[src/rtl/core/rawc_pkg.sv]
package rawc_pkg;

	localparam int REG_COUNT = 16;
	localparam int WORD_BITS = 32;
	localparam int REG_IDX_W = (REG_COUNT > 1) ? $clog2(REG_COUNT) : 1;
	localparam int CNT_W     = (WORD_BITS > 1) ? $clog2(WORD_BITS) : 1;

	localparam int OPND_W = 32;
	localparam int DEST_W = 8;
	localparam int MODE_W = 3;
	localparam int BAD_W  = 2;

	localparam logic [MODE_W-1:0] MODE_SUB = 3'd0;
	localparam logic [MODE_W-1:0] MODE_MUL = 3'd1;
	localparam logic [MODE_W-1:0] MODE_DIV = 3'd2;
	localparam logic [MODE_W-1:0] MODE_MOD = 3'd3;
	localparam logic [MODE_W-1:0] MODE_AND = 3'd4;

	localparam logic [BAD_W-1:0] BAD_NONE = 2'd0;
	localparam logic [BAD_W-1:0] BAD_REG  = 2'd1;
	localparam logic [BAD_W-1:0] BAD_DIV0 = 2'd2;

	typedef struct packed {
		logic load;
		logic rd_b;
		logic cap_x;
		logic cap_y;
		logic start;
		logic step;
		logic finish;
	} rawc_cmd_t;

	typedef struct packed {
		logic mode_ok;
		logic ops_ok;
		logic need_iter;
		logic iter_last;
		logic out_free;
	} rawc_sts_t;

endpackage

[src/rtl/core/rawc_ram.sv]
module rawc_ram #(
	parameter int WIDTH = 32,
	parameter int DEPTH = 16,
	parameter int ADDR_W = (DEPTH > 1) ? $clog2(DEPTH) : 1
) (
	input  logic              clk,
	input  logic              we,
	input  logic [ADDR_W-1:0] waddr,
	input  logic [WIDTH-1:0]  wdata,
	input  logic [ADDR_W-1:0] raddr,
	output logic [WIDTH-1:0]  rdata
);

	logic [WIDTH-1:0] mem_q [DEPTH];

	always_ff @(posedge clk) begin
		if (we) begin
			mem_q[waddr] <= wdata;
		end
		rdata <= mem_q[raddr];
	end

endmodule

[src/rtl/core/rawc_datapath.sv]
module rawc_datapath
	import rawc_pkg::*;
(
	input  logic              clk,
	input  logic              arst_n,
	input  rawc_cmd_t         cmd,
	output rawc_sts_t         sts,
	input  logic [MODE_W-1:0] in_mode,
	input  logic              in_first_is_value,
	input  logic [OPND_W-1:0] in_first_operand,
	input  logic              in_second_is_value,
	input  logic [OPND_W-1:0] in_second_operand,
	input  logic [DEST_W-1:0] in_dest_register,
	input  logic              out_ready,
	output logic              out_valid,
	output logic              out_written,
	output logic [OPND_W-1:0] out_result_value,
	output logic              out_carry_flag,
	output logic [BAD_W-1:0]  out_bad_operand
);

	logic [MODE_W-1:0]    mode_q;
	logic                 fv_q;
	logic                 sv_q;
	logic [OPND_W-1:0]    a_q;
	logic [OPND_W-1:0]    b_q;
	logic [DEST_W-1:0]    d_q;
	logic [WORD_BITS-1:0] x_q;
	logic [WORD_BITS-1:0] y_q;
	logic [WORD_BITS-1:0] acc_q;
	logic [WORD_BITS-1:0] sh_q;
	logic [CNT_W-1:0]     cnt_q;
	logic                 carry_q;
	logic [REG_COUNT-1:0] vld_q;
	logic                 rd_vld_q;
	logic                 out_vld_q;

	logic                 a_ok, b_ok, d_ok;
	logic                 is_and, is_divmod;
	logic                 y_zero, div0;
	logic [REG_IDX_W-1:0] a_idx, b_idx, d_idx, rd_addr;
	logic [WORD_BITS-1:0] ram_rdata, rd_word;
	logic [WORD_BITS:0]   rem_sh, diff;
	logic [WORD_BITS-1:0] r;
	logic                 wr_ok, carry_nx;
	logic [BAD_W-1:0]     bad_nx;

	assign a_ok = (a_q >= 32'd1) && (a_q <= 32'(REG_COUNT));
	assign b_ok = (b_q >= 32'd1) && (b_q <= 32'(REG_COUNT));
	assign d_ok = (32'(d_q) >= 32'd1) && (32'(d_q) <= 32'(REG_COUNT));

	assign a_idx = REG_IDX_W'(a_q - 32'd1);
	assign b_idx = REG_IDX_W'(b_q - 32'd1);
	assign d_idx = REG_IDX_W'(32'(d_q) - 32'd1);
	assign rd_addr = cmd.rd_b ? b_idx : a_idx;

	assign is_and    = (mode_q == MODE_AND);
	assign is_divmod = (mode_q == MODE_DIV) || (mode_q == MODE_MOD);
	assign y_zero    = (y_q == '0);
	assign div0      = is_divmod && y_zero;

	assign sts.mode_ok   = (mode_q == MODE_SUB) || (mode_q == MODE_MUL) || is_divmod || is_and;
	assign sts.ops_ok    = is_and ? ((fv_q || a_ok) && (sv_q || b_ok) && d_ok)
	                              : (a_ok && b_ok && d_ok);
	assign sts.need_iter = (mode_q == MODE_MUL) || (is_divmod && !y_zero);
	assign sts.iter_last = (cnt_q == CNT_W'(WORD_BITS - 1));
	assign sts.out_free  = !out_vld_q || out_ready;

	// unwritten registers read as zero
	assign rd_word = rd_vld_q ? ram_rdata : '0;

	rawc_ram #(
		.WIDTH(WORD_BITS),
		.DEPTH(REG_COUNT)
	) u_regs (
		.clk  (clk),
		.we   (cmd.finish && wr_ok),
		.waddr(d_idx),
		.wdata(r),
		.raddr(rd_addr),
		.rdata(ram_rdata)
	);

	// restoring division step
	assign rem_sh = {acc_q, sh_q[WORD_BITS-1]};
	assign diff   = rem_sh - {1'b0, y_q};

	always_comb begin
		case (mode_q)
			MODE_SUB: r = x_q - y_q;
			MODE_MUL: r = acc_q;
			MODE_DIV: r = sh_q;
			MODE_MOD: r = acc_q;
			MODE_AND: r = x_q & y_q;
			default:  r = '0;
		endcase
	end

	always_comb begin
		wr_ok    = sts.mode_ok && sts.ops_ok && !div0;
		carry_nx = sts.mode_ok ? (wr_ok && (!is_and || (r == '0))) : carry_q;
		if (!sts.mode_ok) begin
			bad_nx = BAD_NONE;
		end else if (!sts.ops_ok) begin
			bad_nx = BAD_REG;
		end else if (div0) begin
			bad_nx = BAD_DIV0;
		end else begin
			bad_nx = BAD_NONE;
		end
	end

	always_ff @(posedge clk) begin
		rd_vld_q <= vld_q[rd_addr];
		if (cmd.load) begin
			mode_q <= in_mode;
			fv_q   <= in_first_is_value;
			sv_q   <= in_second_is_value;
			a_q    <= in_first_operand;
			b_q    <= in_second_operand;
			d_q    <= in_dest_register;
		end
		if (cmd.cap_x) begin
			x_q <= (is_and && fv_q) ? WORD_BITS'(a_q) : rd_word;
		end
		if (cmd.cap_y) begin
			y_q <= (is_and && sv_q) ? WORD_BITS'(b_q) : rd_word;
		end
		if (cmd.start) begin
			acc_q <= '0;
			cnt_q <= '0;
			sh_q  <= (mode_q == MODE_MUL) ? y_q : x_q;
		end else if (cmd.step) begin
			cnt_q <= cnt_q + CNT_W'(1);
			if (mode_q == MODE_MUL) begin
				// shift-add multiply, low word only
				acc_q <= acc_q + (sh_q[0] ? x_q : '0);
				x_q   <= x_q << 1;
				sh_q  <= sh_q >> 1;
			end else if (!diff[WORD_BITS]) begin
				acc_q <= diff[WORD_BITS-1:0];
				sh_q  <= {sh_q[WORD_BITS-2:0], 1'b1};
			end else begin
				acc_q <= rem_sh[WORD_BITS-1:0];
				sh_q  <= {sh_q[WORD_BITS-2:0], 1'b0};
			end
		end
		if (cmd.finish) begin
			out_written      <= wr_ok;
			out_result_value <= wr_ok ? OPND_W'(r) : '0;
			out_carry_flag   <= carry_nx;
			out_bad_operand  <= bad_nx;
		end
	end

	always_ff @(posedge clk or negedge arst_n) begin
		if (!arst_n) begin
			carry_q   <= 1'b0;
			vld_q     <= '0;
			out_vld_q <= 1'b0;
		end else begin
			if (cmd.finish) begin
				carry_q   <= carry_nx;
				out_vld_q <= 1'b1;
				if (wr_ok) begin
					vld_q[d_idx] <= 1'b1;
				end
			end else if (out_ready) begin
				out_vld_q <= 1'b0;
			end
		end
	end

	assign out_valid = out_vld_q;

`ifndef SYNTHESIS
	a_finish_free: assert property (@(posedge clk) disable iff (!arst_n)
		cmd.finish |-> sts.out_free)
		else $error("result loaded while output still held");
	a_written_ok: assert property (@(posedge clk) disable iff (!arst_n)
		out_vld_q && out_written |-> out_bad_operand == BAD_NONE)
		else $error("write reported together with an operand error");
	a_bad_carry: assert property (@(posedge clk) disable iff (!arst_n)
		out_vld_q && (out_bad_operand != BAD_NONE) |-> !out_carry_flag && !carry_q)
		else $error("carry set after an operand error");
	a_iter_mode: assert property (@(posedge clk) disable iff (!arst_n)
		cmd.step |-> (mode_q == MODE_MUL) || (is_divmod && !y_zero))
		else $error("iteration without multiply or divide");
`endif

endmodule

[src/rtl/core/rawc_ctrl.sv]
module rawc_ctrl
	import rawc_pkg::*;
(
	input  logic      clk,
	input  logic      arst_n,
	input  logic      in_valid,
	output logic      in_ready,
	input  rawc_sts_t sts,
	output rawc_cmd_t cmd
);

	typedef enum logic [2:0] {
		ST_IDLE,
		ST_RD_A,
		ST_RD_B,
		ST_CAP_Y,
		ST_SETUP,
		ST_ITER,
		ST_DONE
	} state_t;

	state_t state_q;

	assign in_ready = (state_q == ST_IDLE);

	always_comb begin
		cmd        = '0;
		cmd.load   = (state_q == ST_IDLE) && in_valid;
		cmd.rd_b   = (state_q == ST_RD_B);
		cmd.cap_x  = (state_q == ST_RD_B);
		cmd.cap_y  = (state_q == ST_CAP_Y);
		cmd.start  = (state_q == ST_SETUP);
		cmd.step   = (state_q == ST_ITER);
		cmd.finish = (state_q == ST_DONE) && sts.out_free;
	end

	always_ff @(posedge clk or negedge arst_n) begin
		if (!arst_n) begin
			state_q <= ST_IDLE;
		end else begin
			case (state_q)
				ST_IDLE: begin
					if (in_valid) begin
						state_q <= ST_RD_A;
					end
				end
				ST_RD_A: begin
					if (sts.mode_ok && sts.ops_ok) begin
						state_q <= ST_RD_B;
					end else begin
						state_q <= ST_DONE;
					end
				end
				ST_RD_B: state_q <= ST_CAP_Y;
				ST_CAP_Y: state_q <= ST_SETUP;
				ST_SETUP: begin
					if (sts.need_iter) begin
						state_q <= ST_ITER;
					end else begin
						state_q <= ST_DONE;
					end
				end
				ST_ITER: begin
					if (sts.iter_last) begin
						state_q <= ST_DONE;
					end
				end
				ST_DONE: begin
					if (sts.out_free) begin
						state_q <= ST_IDLE;
					end
				end
				default: state_q <= ST_IDLE;
			endcase
		end
	end

endmodule

[src/rtl/core/register_alu_with_carry.sv]
// register ALU with carry over a file of REG_COUNT words
// s_* carries one instruction per transaction, m_* one result per instruction
// a transaction completes on a clock edge with tvalid and tready both high
// s_tready is high only while no instruction is in progress
// the path from input transaction to m_tvalid runs through the operand reads,
// setup and a final write-back step for sub and and; mul, div and mod add one
// iteration per word bit, a zero divisor skips the iteration, and an invalid
// register or mode goes from the first read straight to the final step; a new
// instruction is taken only after the last one has finished; the shared
// shift-add / shift-subtract unit handles one bit per cycle and the single
// read port of the register RAM fetches operands in turn
// the result sits in an output register; the next instruction is accepted
// while it waits, but is held before its write-back until the result is taken
// a stalled receiver therefore holds the block in its final step and no
// result is lost or repeated
// reset clears the carry, the output valid flag and the register valid bits,
// so every register reads as zero until it is written; no clearing pass is needed
module register_alu_with_carry
	import rawc_pkg::*;
(
	input  logic        clk,
	input  logic        arst_n,
	input  logic        s_tvalid,
	output logic        s_tready,
	input  logic [71:0] s_tdata,  // first_operand, second_operand, dest_register
	input  logic [4:0]  s_tuser,  // mode, first_is_value, second_is_value
	output logic        m_tvalid,
	input  logic        m_tready,
	output logic [39:0] m_tdata   // written, result_value, carry_flag, bad_operand, zero pad
);

	rawc_cmd_t cmd;
	rawc_sts_t sts;

	logic              out_written;
	logic [OPND_W-1:0] out_result_value;
	logic              out_carry_flag;
	logic [BAD_W-1:0]  out_bad_operand;

	rawc_ctrl u_ctrl (
		.clk     (clk),
		.arst_n  (arst_n),
		.in_valid(s_tvalid),
		.in_ready(s_tready),
		.sts     (sts),
		.cmd     (cmd)
	);

	rawc_datapath u_dp (
		.clk               (clk),
		.arst_n            (arst_n),
		.cmd               (cmd),
		.sts               (sts),
		.in_mode           (s_tuser[2:0]),
		.in_first_is_value (s_tuser[3]),
		.in_first_operand  (s_tdata[31:0]),
		.in_second_is_value(s_tuser[4]),
		.in_second_operand (s_tdata[63:32]),
		.in_dest_register  (s_tdata[71:64]),
		.out_ready         (m_tready),
		.out_valid         (m_tvalid),
		.out_written       (out_written),
		.out_result_value  (out_result_value),
		.out_carry_flag    (out_carry_flag),
		.out_bad_operand   (out_bad_operand)
	);

	assign m_tdata = {4'd0, out_bad_operand, out_carry_flag, out_result_value, out_written};

endmodule

[config.mk]
export PLATFORM = sky130hd
export DESIGN_NAME = register_alu_with_carry
export DESIGN_NICKNAME = d
export VERILOG_FILES = /design/src/rtl/core/rawc_pkg.sv /design/src/rtl/core/rawc_ram.sv /design/src/rtl/core/rawc_datapath.sv /design/src/rtl/core/rawc_ctrl.sv /design/src/rtl/core/register_alu_with_carry.sv
export SDC_FILE = /design/constraint.sdc
export NUM_CORES = 1
export LEC_CHECK = 0
export BUFFER_PORTS_ARGS = -buffer_cell sky130_fd_sc_hd__buf_4
export CORE_AREA = 2 2 330 398
export CTS_BUF_LIST = sky130_fd_sc_hd__clkbuf_16
export DETAILED_ROUTE_END_ITERATION = 12
export DIE_AREA = 0 0 332 400
export SLEW_MARGIN = 20
export SYNTH_ARGS = -nofsm -noshare
export SYNTH_HDL_FRONTEND = slang
export SYNTH_SLANG_ARGS = --single-unit
[constraint.sdc]
create_clock -name clk -period 5.5 [get_ports clk]
set_clock_uncertainty 0.1 [all_clocks]
set_input_delay 0.55 -clock clk [delete_from_list [all_inputs] [get_ports clk]]
set_output_delay 0.55 -clock clk [all_outputs]
set_load 0.05 [all_outputs]
# --- Yosys cells after proc, flatten, opt, wreduce, memory -nomap -nowiden ---
# Memory sizes are Yosys's and may differ from the RTL's. A register that Yosys moved wholly into a read port is not among the register bits.
# Index checks and enable logic that the tools add are counted.
totals:
  register_bits: 268
  ramBits: 512
  inputBits: 81
  out_inout_bits: 42
  wordCells: 130
  mem_count: 1
mem_list:
  columns: ["name", "words", "word_bits", "read_ports", "rd_clocked_by_memory_dff", "write_ports", "line_no", "source"]
  rows:
  - ["u_dp.u_regs.mem_q", 16, 32, 1, 1, 1, "rawc_ram.sv:14", "logic [WIDTH-1:0] mem_q [DEPTH];"]
op_classes:
  add_sub_neg: 7
  n_lt_le_gt_ge: 9
  n_eq_ne: 14
  mux: 35
  n_bitwise: 2
  n_reduce_logical: 41
op_table:
  columns: ["operator", "count"]
  rows:
  - ["2-to-1 mux 32 bit", 14]
  - ["case mux 32 bit (4 select lines)", 1]
  - ["greater-or-equal comparator 32 x 1 -> 1 bit (second input constant)", 2]
  - ["<= comparator 32 x 5 -> 1 bit (second input constant)", 2]
  - ["zero test 32 bit", 2]
  - ["subtractor 33 x 32 -> 33 bit", 1]
  - ["adder 32 bit", 1]
  - ["bitwise AND 32 bit", 1]
  - ["subtractor 32 bit", 1]
  - ["case mux 3 bit (7 select lines)", 1]
  - ["logical AND 1 bit", 18]
  - ["bitwise OR 16 bit", 1]
  - ["== test 3 x 2 -> 1 bit (second input constant)", 4]
  - ["== test 3 bit (second input constant)", 4]
  - ["2-to-1 mux 3 bit", 4]
  - ["subtractor 4 x 1 -> 4 bit (second input constant)", 3]
  - ["less-than comparator 4 x 5 -> 1 bit (second input constant)", 2]
  - ["2-to-1 mux 1 bit", 10]
  - ["logical OR 1 bit", 9]
  - ["greater-or-equal comparator 8 x 1 -> 1 bit (second input constant)", 1]
  - ["<= comparator 8 x 5 -> 1 bit (second input constant)", 1]
  - ["== test 3 x 1 -> 1 bit (second input constant)", 2]
  - ["zero test 3 bit", 2]
  - ["adder 5 x 1 -> 5 bit (second input constant)", 1]
  - ["other kinds (13)", 20]

# --- Depth between registers and ports, before layout ---
# Gate-level depths: netlist of run 1.
logic_depth:
  ltp_word: 11
  ltp_mapped: 16
  mapped_depth_nobuf: 15

# --- Hierarchy ---
# From an unflattened synthesis of run 1, not the netlist that was laid out.
hier_totals:
  hier_cells: 2813
  area_unflattened_um2: 38186.6
modules_own_cells:
  columns: ["mod", "n_inst", "cells_each", "area_per_inst_um2", "seq_area_each_um2"]
  rows:
  - ["rawc_ram", 1, 838, 19835.3, 16015.4]
  - ["rawc_datapath", 1, 1938, 18071.1, 7166.9]
  - ["rawc_ctrl", 1, 30, 231.5, 75.1]
  - ["register_alu_with_carry", 1, 7, 48.8, 0.0]

# --- Least setup slack after synthesis of run 1 ---
# OpenSTA, ideal clock, no wires.
synth_timing:
  path_type: "flip-flop to flip-flop"
  start: "reg u_dp.mode_q[1]"
  end: "mem u_dp.u_regs.mem_q[4][0], enable pin"
  setup_time_ps: 422
  arrival_time_ps: 3794
  required_ps: 4978
  slack_ps: 1184
  path_stages_with_launch: 13
  period_less_slack_ps: 4316
  path_cell_list: "edfxtp_1 -> buf_4 -> or2_2 -> clkbuf_2 -> nor2_1 -> buf_2 -> and2_1 -> o22ai_1 -> nor2_1 -> o21ai_0 -> nor2_1 -> nand3b_1 -> nor2_1"
synth_via:
  elab_chain_len: 9
  elab_cells_between_ends: 17
  classes_between: "eq/ne: 4; mux: 3; reduce/logical: 10"
synth_rtl:
  columns: ["item", "line_no", "source"]
  rows:
  - ["start, declared", "rawc_datapath.sv:22", "logic [MODE_W-1:0] mode_q;"]
  - ["start signal, assigned", "rawc_datapath.sv:116", "mode_q <= in_mode;"]
  - ["== test 3 x 1 -> 1 bit (tied with other cells)", "rawc_datapath.sv:62", "assign sts.mode_ok = (mode_q == MODE_SUB) || (mode_q == MODE_MUL) || is_divmod || is_and;"]
  - ["logical OR 1 bit (on tied branches)", "rawc_datapath.sv:62, rawc_datapath.sv:58", null]
  - ["logical OR 1 bit (2 in a row)", "rawc_datapath.sv:62", null]
  - ["logical AND 1 bit", "rawc_datapath.sv:100", "wr_ok = sts.mode_ok && sts.ops_ok && !div0;"]
  - ["logical AND 1 bit (*)", "rawc_datapath.sv:100", null]
  - ["logical AND 1 bit (*)", "rawc_datapath.sv:77", ".we (cmd.finish && wr_ok),"]
  - ["2-to-1 mux 1 bit (*)", "rawc_ram.sv:17", "if (we) begin"]
  - ["2-to-1 mux 1 bit (implied by the code) (*)", "rawc_ram.sv:18", "mem_q[waddr] <= wdata;"]
  - ["end, declared", "rawc_ram.sv:14", null]
# Every way passes the cells marked *; elsewhere a longest branch is shown, timed or not.

# --- Final worst setup path of run 1 ---
layout_timing:
  start: "reg u_dp.y_q[5]"
  end: "reg u_dp.out_carry_flag (data pin)"
layout_via:
  elab_chain_len: 6
  elab_cells_between_ends: 11
  classes_between: "add/sub: 1; mux: 2; bitwise: 1; reduce/logical: 7"
layout_rtl:
  columns: ["item", "line_no", "source"]
  rows:
  - ["start, declared", "rawc_datapath.sv:29", "logic [WORD_BITS-1:0] y_q;"]
  - ["start signal, assigned", "rawc_datapath.sv:127", "y_q <= (is_and && sv_q) ? WORD_BITS'(b_q) : rd_word;"]
  - ["subtractor 32 bit (tied with other cells)", "rawc_datapath.sv:90", "MODE_SUB: r = x_q - y_q;"]
  - ["case mux 32 bit (4 select lines) or logical AND 1 bit (tied branches)", "rawc_datapath.sv:89, rawc_datapath.sv:60", null]
  - ["zero test 32 bit or zero test 1 bit (tied branches)", "rawc_datapath.sv:101, rawc_datapath.sv:100", null]
  - ["logical OR 1 bit or logical AND 1 bit (tied branches)", "rawc_datapath.sv:101, rawc_datapath.sv:100", null]
  - ["logical AND 1 bit (*)", "rawc_datapath.sv:101", "carry_nx = sts.mode_ok ? (wr_ok && (!is_and || (r == '0))) : carry_q;"]
  - ["2-to-1 mux 1 bit (*)", "rawc_datapath.sv:101", null]
  - ["named net u_dp.carry_nx", "rawc_datapath.sv:45", "logic wr_ok, carry_nx;"]
  - ["end signal, assigned", "rawc_datapath.sv:151", "out_carry_flag <= carry_nx;"]
  - ["end, declared", "rawc_datapath.sv:18", "output logic out_carry_flag,"]
# Mark *: on every way through the listed nets, which the timed path passes. The rest lies on a longest branch.
# A chain may end at the register's enable or synchronous reset.

==> results of run 1 <==
## cell usage after synthesis (33+ instances only)
library cell    n  area share [%]
clkbuf_1      101            0.99
a21o_1         36            0.70
ha_1          130             4.2
dfxtp_1       102             5.3
nor2b_1        67             1.1
edfxtp_1      689              54
xnor2_1        40            0.91
inv_1          78            0.76
o211ai_1       50            0.98
o21ai_0       183             2.4
and2_1         46            0.75
mux4_2        162             9.5
a21oi_1       162             2.1
nor3_1         34            0.44
nor2_1        131             1.3
mux2i_1        56             1.5
a22oi_1        33            0.64
a211oi_1       56             1.1
nand2_1       247             2.4
## cells in the final DEF (no fill, tap or decap), types with 22 or more instances in the layout
| cell | instances |
|---|---|
| nor2b_1 | 66 |
| nor4_1 | 24 |
| xor2_1 | 25 |
| a22oi_1 | 33 |
| clkbuf_16 | 86 |
| o21a_1 | 22 |
| mux4_2 | 162 |
| o211ai_1 | 50 |
| edfxtp_1 | 689 |
| xnor2_1 | 38 |
| a211oi_1 | 56 |
| nor3_1 | 34 |
| buf_4 | 183 |
| and2_1 | 43 |
| nand3_1 | 28 |
| dfxtp_1 | 102 |
| mux2i_1 | 55 |
| ha_1 | 129 |
| nor2_1 | 112 |
| nand2_1 | 246 |
| a21o_1 | 36 |
| nand4_1 | 25 |
| o21ai_0 | 179 |
| inv_1 | 85 |
| a21oi_1 | 162 |
| dlygate4sd3_1 | 78 |
## timing repair
item                                    4_1_cts  5_1_grt
hold buffers                                 78        0
endpoints found under the hold margin        98        0
endpoints found under the setup margin        0        0
## worst max-delay path by stage
stage	from	endpoint	slack (ns)
3_5_place_dp	u_dp.y_q[1]	u_dp.out_carry_flag	0.42
2_1_floorplan	u_dp.mode_q[1]	u_dp.u_regs.mem_q[4][0]	1.18
6_report	u_dp.y_q[5]	u_dp.out_carry_flag	0.24
4_1_cts	u_dp.y_q[1]	u_dp.out_carry_flag	0.36
3_3_place_gp	u_dp.y_q[5]	u_dp.out_carry_flag	0.40
5_1_grt	u_dp.y_q[5]	u_dp.out_carry_flag	0.23
## report_power, final
part           switching, mW  leakage [nW]  internal, mW
Clock                   2.64          1.47          3.48
Combinational           6.13          6.97          3.80
Sequential             0.871          7.47          8.07
Total                   9.65          15.9          15.4
## flip-flops by register name, indices dropped and copies added (netlist names), 5 cells and up
name / flops
u_dp.u_regs.mem_q: 512
u_dp.a_q: 32
u_dp.acc_q: 32
u_dp.b_q: 32
u_dp.out_result_value: 32
u_dp.sh_q: 32
u_dp.u_regs.rdata: 32
u_dp.x_q: 32
u_dp.y_q: 32
u_dp.vld_q: 16
u_dp.d_q: 8
u_dp.cnt_q: 5
## critical path: stages (launching register included)
cell and delay, ns:
edfxtp_1 0.60, inv_1 0.14, ha_1 0.45, o21a_1 0.23
o21ai_0 0.46, a211oi_1 0.22, or3_1 0.34, a31oi_1 0.77
o311ai_1 0.50, nor4_1 0.31, nand4_1 0.16, nor4_2 0.34
nand3_1 0.18, o21ai_0 0.24
## area by class of cell
type                            instances  area [um^2]  share of cell area [%]
Clock inverter                         72          833                    1.83
Tap cell                             1690         2110                    4.64
Multi-Input combinational cell       1785        14400                    31.7
Timing Repair Buffer                  279         2510                    5.51
Inverter                               78          293                   0.642
Sequential cell                       812        23300                    51.0
Clock buffer                           86         2150                    4.72
## through the flow
stage	util (%)	cell area, um^2
5_1_grt	35.3	45600
6_report	35.3	45600
3_5_place_dp	32.4	41800
2_1_floorplan	-	38400
4_1_cts	35.3	45600
3_3_place_gp	32.4	41800
## cells by family (layout without fill, tap and decap cells)
family	count (synthesis)	after routing	synth area share, %
flip-flops	812	812	60.5
AND/OR/NAND/NOR	686	686	8.68
AO/OA/AOI/OAI	676	676	11.3
buffers and inverters	234	515	2.53
multiplexers	220	220	11.0
adder cells (fa/ha/maj)	133	133	4.39
XOR/XNOR	66	66	1.52
other	1	4	0.00976
## per-layer routing
layer / up-vias / GRT usage [%]
met1: 12900 / 22.8
met4: 2 / 6.65
met3: 198 / 3.05
li1: 11400 / -
met5: - / 0
met2: 955 / 30.3
==> results.py, run 1 <==
metrics = {
    "pwr": {
        "power_leakage_nw": 15.9,
        "ir_drop_uv": 275,
        "powerDensity_nw_per_um2": 548,
        "total_power_mw": 25.0,
    },
    "timing": {
        "worst_pin_slew_ns": 1.10,
        "rsz0062_at_grt": "no",
        "setup_ws_ns": 0.242,
        "final-max-slew-violation-count": 0,
        "fin_crit_ns": 5.26,
        "slew_headroom_pct": 26.9,
        "finalCritPeriodShare_pct": 95.6,
        "holdWs_ns": 0.117,
        "setup-tns-final_ns": 0,
        "timing.fmax_mhz": 190,
        "finalHoldViolCount": 0,
        "setup_viol": 0,
    },
    "detailed_routing": {
        "met3WireLength_um": 7570,
        "drc": 0,
        "post_drt_wl_per_cell_um": 25.0,
        "first_pass_iters": 6,
        "wirelength_um": 120000,
        "drtAntennaViolNets": 0,
        "drtIter0Drc": 2568,
        "top_layer": "met5",
        "wl_met1_um": 49700,
        "met2WireLength_um": 58400,
        "avgViaCountPerCell": 5.31,
        "vias": 25500,
    },
    "logic_synthesis": {
        "synth_area_um2": 38400,
        "synthDistinctLibCells": 93,
        "synth-seq-cells": 812,
        "synthesis.instances": 2828,
        "synth_area_per_cell_um2": 13.6,
        "yosys_warnings": 0,
        "synth_edf_count": 689,
        "async_reset_ff_share_pct": 2.59,
        "ys_seq_area_share_pct": 60.5,
        "synth_flop_cell": "edfxtp_1",
    },
    "floorplanning": {
        "die_h_um": 400,
        "core_region_area_um2": 129000,
        "die_area_um2": 133000,
        "ios": 123,
        "initial_core_util_pct": 29.8,
        "row_count": 145,
        "die_w_um": 332,
    },
    "hold_path": {
        "hold_start": "s_tvalid",
        "hold_depth": 3,
        "hold_path.class": "in -> reg",
        "hold_end": "u_ctrl.state_q[0]",
    },
    "clock_tree": {
        "root_buffer": "clkbuf_16",
        "path_clk_slew_ns": 0.07,
        "cts_tree": "built",
        "clockBufferDepth": 3,
        "numCtsBuffers": 86,
        "clkLatencyLatePin_ns": 0.71,
        "cts_setup_buffers": 0,
        "h-tree-depth": 3,
        "postCtsResizedCells": 0,
        "cts.sinks": 812,
    },
    "final_layout": {
        "antenna_cells": 0,
        "fin_nets": 3256,
        "finalNonFillerCells": 4802,
        "layout-drive-gt1-share_pct": 18.9,
        "n_fill_cell": 12500,
        "area_growth_pct": 18.7,
    },
    "global_route": {
        "grt_max_degree": 80,
        "antenna_found_initial": 4,
        "grt_usage_pct": 17.8,
        "grt_pass1_wl_um": 174000,
        "grt_pass1_vias": 25200,
        "overflow": 0,
    },
    "worst_setup_path": {
        "reg2reg_slack_ns": 0.24,
        "start_kind": "flop",
        "ff2ff_path_depth": 13,
        "arrival_ns": 5.65,
        "r2r_start": "u_dp.y_q[5]",
        "path_class": "reg -> reg",
        "crit_path_max_fanout": 10,
        "endpoint_kind": "flop",
        "crit_required_ns": 5.90,
        "rr_endpoint": "u_dp.out_carry_flag",
    },
    "outcome": {
        "outcome": "completed",
    },
    "place": {
        "dp.cells": 4566,
        "dp_hpwl_um": 82400,
        "post-place-ws_ns": 0.424,
        "io_buffer_count": 118,
        "routabilityCongestion": 0.957,
    },
    "job": {
        "cap_viol_max_count": 0,
    },
}
Power figures use the tool's default switching activity.
==> inputs of run 2 (changes only) <==
--- a/config.mk
+++ b/config.mk
@@ -6,10 +6,10 @@
 export NUM_CORES = 1
 export LEC_CHECK = 0
 export BUFFER_PORTS_ARGS = -buffer_cell sky130_fd_sc_hd__buf_4
-export CORE_AREA = 2 2 330 398
+export CORE_AREA = 2 2 404 326
 export CTS_BUF_LIST = sky130_fd_sc_hd__clkbuf_16
 export DETAILED_ROUTE_END_ITERATION = 12
-export DIE_AREA = 0 0 332 400
+export DIE_AREA = 0 0 406 328
 export SLEW_MARGIN = 20
 export SYNTH_ARGS = -nofsm -noshare
 export SYNTH_HDL_FRONTEND = slang
==> results.py, run 2 (synthesized netlist as in run 1, its figures left out) <==
metrics = {
    "detailed_routing": {
        "drc": 0,
        "post_drt_wl_per_cell_um": 25.4,
        "first_pass_iters": 6,
        "avgViaCountPerCell": 5.42,
        "drtIter0Drc": 3163,
        "vias": 26300,
        "wirelength_um": 123000,
        "drtAntennaViolNets": 0,
    },
    "global_route": {
        "grt_pass1_wl_um": 178000,
        "overflow": 0,
        "grt_max_degree": 100,
        "antenna_found_initial": 5,
        "grt_usage_pct": 18.3,
        "grt_pass1_vias": 25100,
    },
    "final_layout": {
        "layout-drive-gt1-share_pct": 18.2,
        "layout_common_cells": "689 x edfxtp_1, 246 x nand2_1, 197 x buf_4, 179 x o21ai_0",
        "final_area_um2": 45300,
        "utilization_pct": 35.2,
        "largest_register_ffs": 512,
        "regMostFlops": "u_dp.u_regs.mem_q",
        "fin_nets": 3267,
        "final_common_cell": "edfxtp_1",
        "area_growth_pct": 17.9,
    },
    "clock_tree": {
        "h-tree-depth": 3,
        "clockBufferDepth": 3,
        "clkLatencyLatePin_ns": 0.68,
        "path_clk_slew_ns": 0.06,
        "numCtsBuffers": 79,
        "cts_setup_buffers": 0,
        "cts.sinks": 812,
        "cts_tree": "built",
        "root_buffer": "clkbuf_16",
    },
    "worst_setup_path": {
        "crit_required_ns": 5.92,
        "critical_path_buf_inv_count": 1,
        "endpoint_kind": "flop",
        "crit_chain": "inv_1 > ha_1 > a21oi_1 > nor2b_1 > o21a_1 > nor3_1 > nand2_1 > a21oi_1 > mux2i_1 > nand2_1 > nor4_1 > nand3_1 > o21ai_0",
        "start_kind": "flop",
        "arrival_ns": 5.38,
        "path_class": "reg -> reg",
        "critPathSlowestCell": "nor4_1",
        "cp_top_family": "simple AND/OR/NAND/NOR gates",
        "cp_slowest_stage_delay_ns": 0.65,
        "crit_path_max_fanout": 18,
    },
    "timing": {
        "slew_headroom_pct": 29.3,
        "holdWs_ns": 0.108,
        "fin_crit_ns": 4.95,
        "finalCritPeriodShare_pct": 90.1,
        "timing.fmax_mhz": 202,
        "finalHoldViolCount": 0,
        "setup-tns-final_ns": 0,
        "setup_viol": 0,
        "worst_pin_slew_ns": 1.05,
        "rsz0062_at_grt": "no",
        "final-max-slew-violation-count": 0,
    },
    "floorplanning": {
        "die_h_um": 328,
        "ios": 123,
        "core_region_area_um2": 129000,
        "initial_core_util_pct": 29.8,
        "row_count": 118,
        "die_w_um": 406,
        "die_area_um2": 133000,
    },
    "place": {
        "placed_area_um2": 42100,
        "dp_hpwl_um": 85000,
        "io_buffer_count": 118,
        "routabilityCongestion": 0.935,
    },
    "pwr": {
        "total_power_mw": 24.6,
        "ir_drop_uv": 399,
        "power_leakage_nw": 15.8,
        "powerDensity_nw_per_um2": 542,
    },
    "job": {
        "cap_viol_max_count": 0,
    },
    "hold_path": {
        "hold_path.class": "in -> reg",
    },
    "outcome": {
        "outcome": "completed",
    },
}
run 2: metrics by stage:
| stage | worst slack [ns] | std cells |
|---|---|---|
| after floorplan | 1.18 | 2831 |
| after global placement | 0.705 | 4634 |
| after detailed placement | 0.815 | 4634 |
| after CTS | 0.764 | 4858 |
| after global routing | 0.323 | 4858 |
| final | 0.546 | 4859 |
run 2: cell type report:
| cell class | count | area, um^2 |
|---|---|---|
| Fill cell | 12400 | 83600 |
| Sequential cell | 812 | 23300 |
| Multi-Input combinational cell | 1785 | 14400 |
| Timing Repair Buffer | 297 | 2700 |
| Tap cell | 1740 | 2180 |
| Clock buffer | 80 | 2000 |
| Clock inverter | 66 | 453 |
| Inverter | 78 | 293 |
| Antenna cell | 1 | 2.50 |
run 2: path summary, 6_finish.rpt:
kind                               start                  end  slack [ns]  cells after the start
min in group asynchronous         arst_n         u_dp.carry_q        0.27                      2
setup reg to reg            u_dp.y_q[10]  u_dp.out_carry_flag        0.55                     13
max in group asynchronous         arst_n       u_dp.out_valid        4.74                      2
hold reg to reg            u_dp.cnt_q[4]        u_dp.cnt_q[4]        0.35                      2
setup / recovery            u_dp.y_q[10]  u_dp.out_carry_flag        0.55                     13
hold / removal                  s_tvalid    u_ctrl.state_q[0]        0.11                      3
run 2: tightest hold or removal path, stage by stage:
cell	delay, ns
buf_4	0.13
nor2_1	0.08
o32ai_1	0.07
run 2: repair_timing:
| item | CTS | global route |
|---|---|---|
| endpoints found under the hold margin | 98 | 0 |
| gates resized for setup | 0 | 0 |
| endpoints found under the setup margin | 0 | 0 |
| hold buffers | 78 | 0 |
run 2: report_power, final:
group | total [mW] | switching [mW] | leakage (nW) | internal [mW]
clock | 5.27 | 2.46 | 1.27 | 2.81
combinational | 10.3 | 6.38 | 7.06 | 3.90
sequential | 9.00 | 0.942 | 7.47 | 8.06
total | 24.6 | 9.78 | 15.8 | 14.8
run 2: layer usage:
layer  global-route usage [%]  wire length [um]  vias up
li1                         -                 -    11400
met1                     28.6             57700    13400
met2                     24.6             49300     1339
met3                     5.19             14200      134
met4                     3.59              2030        0
met5                        0                 0        -
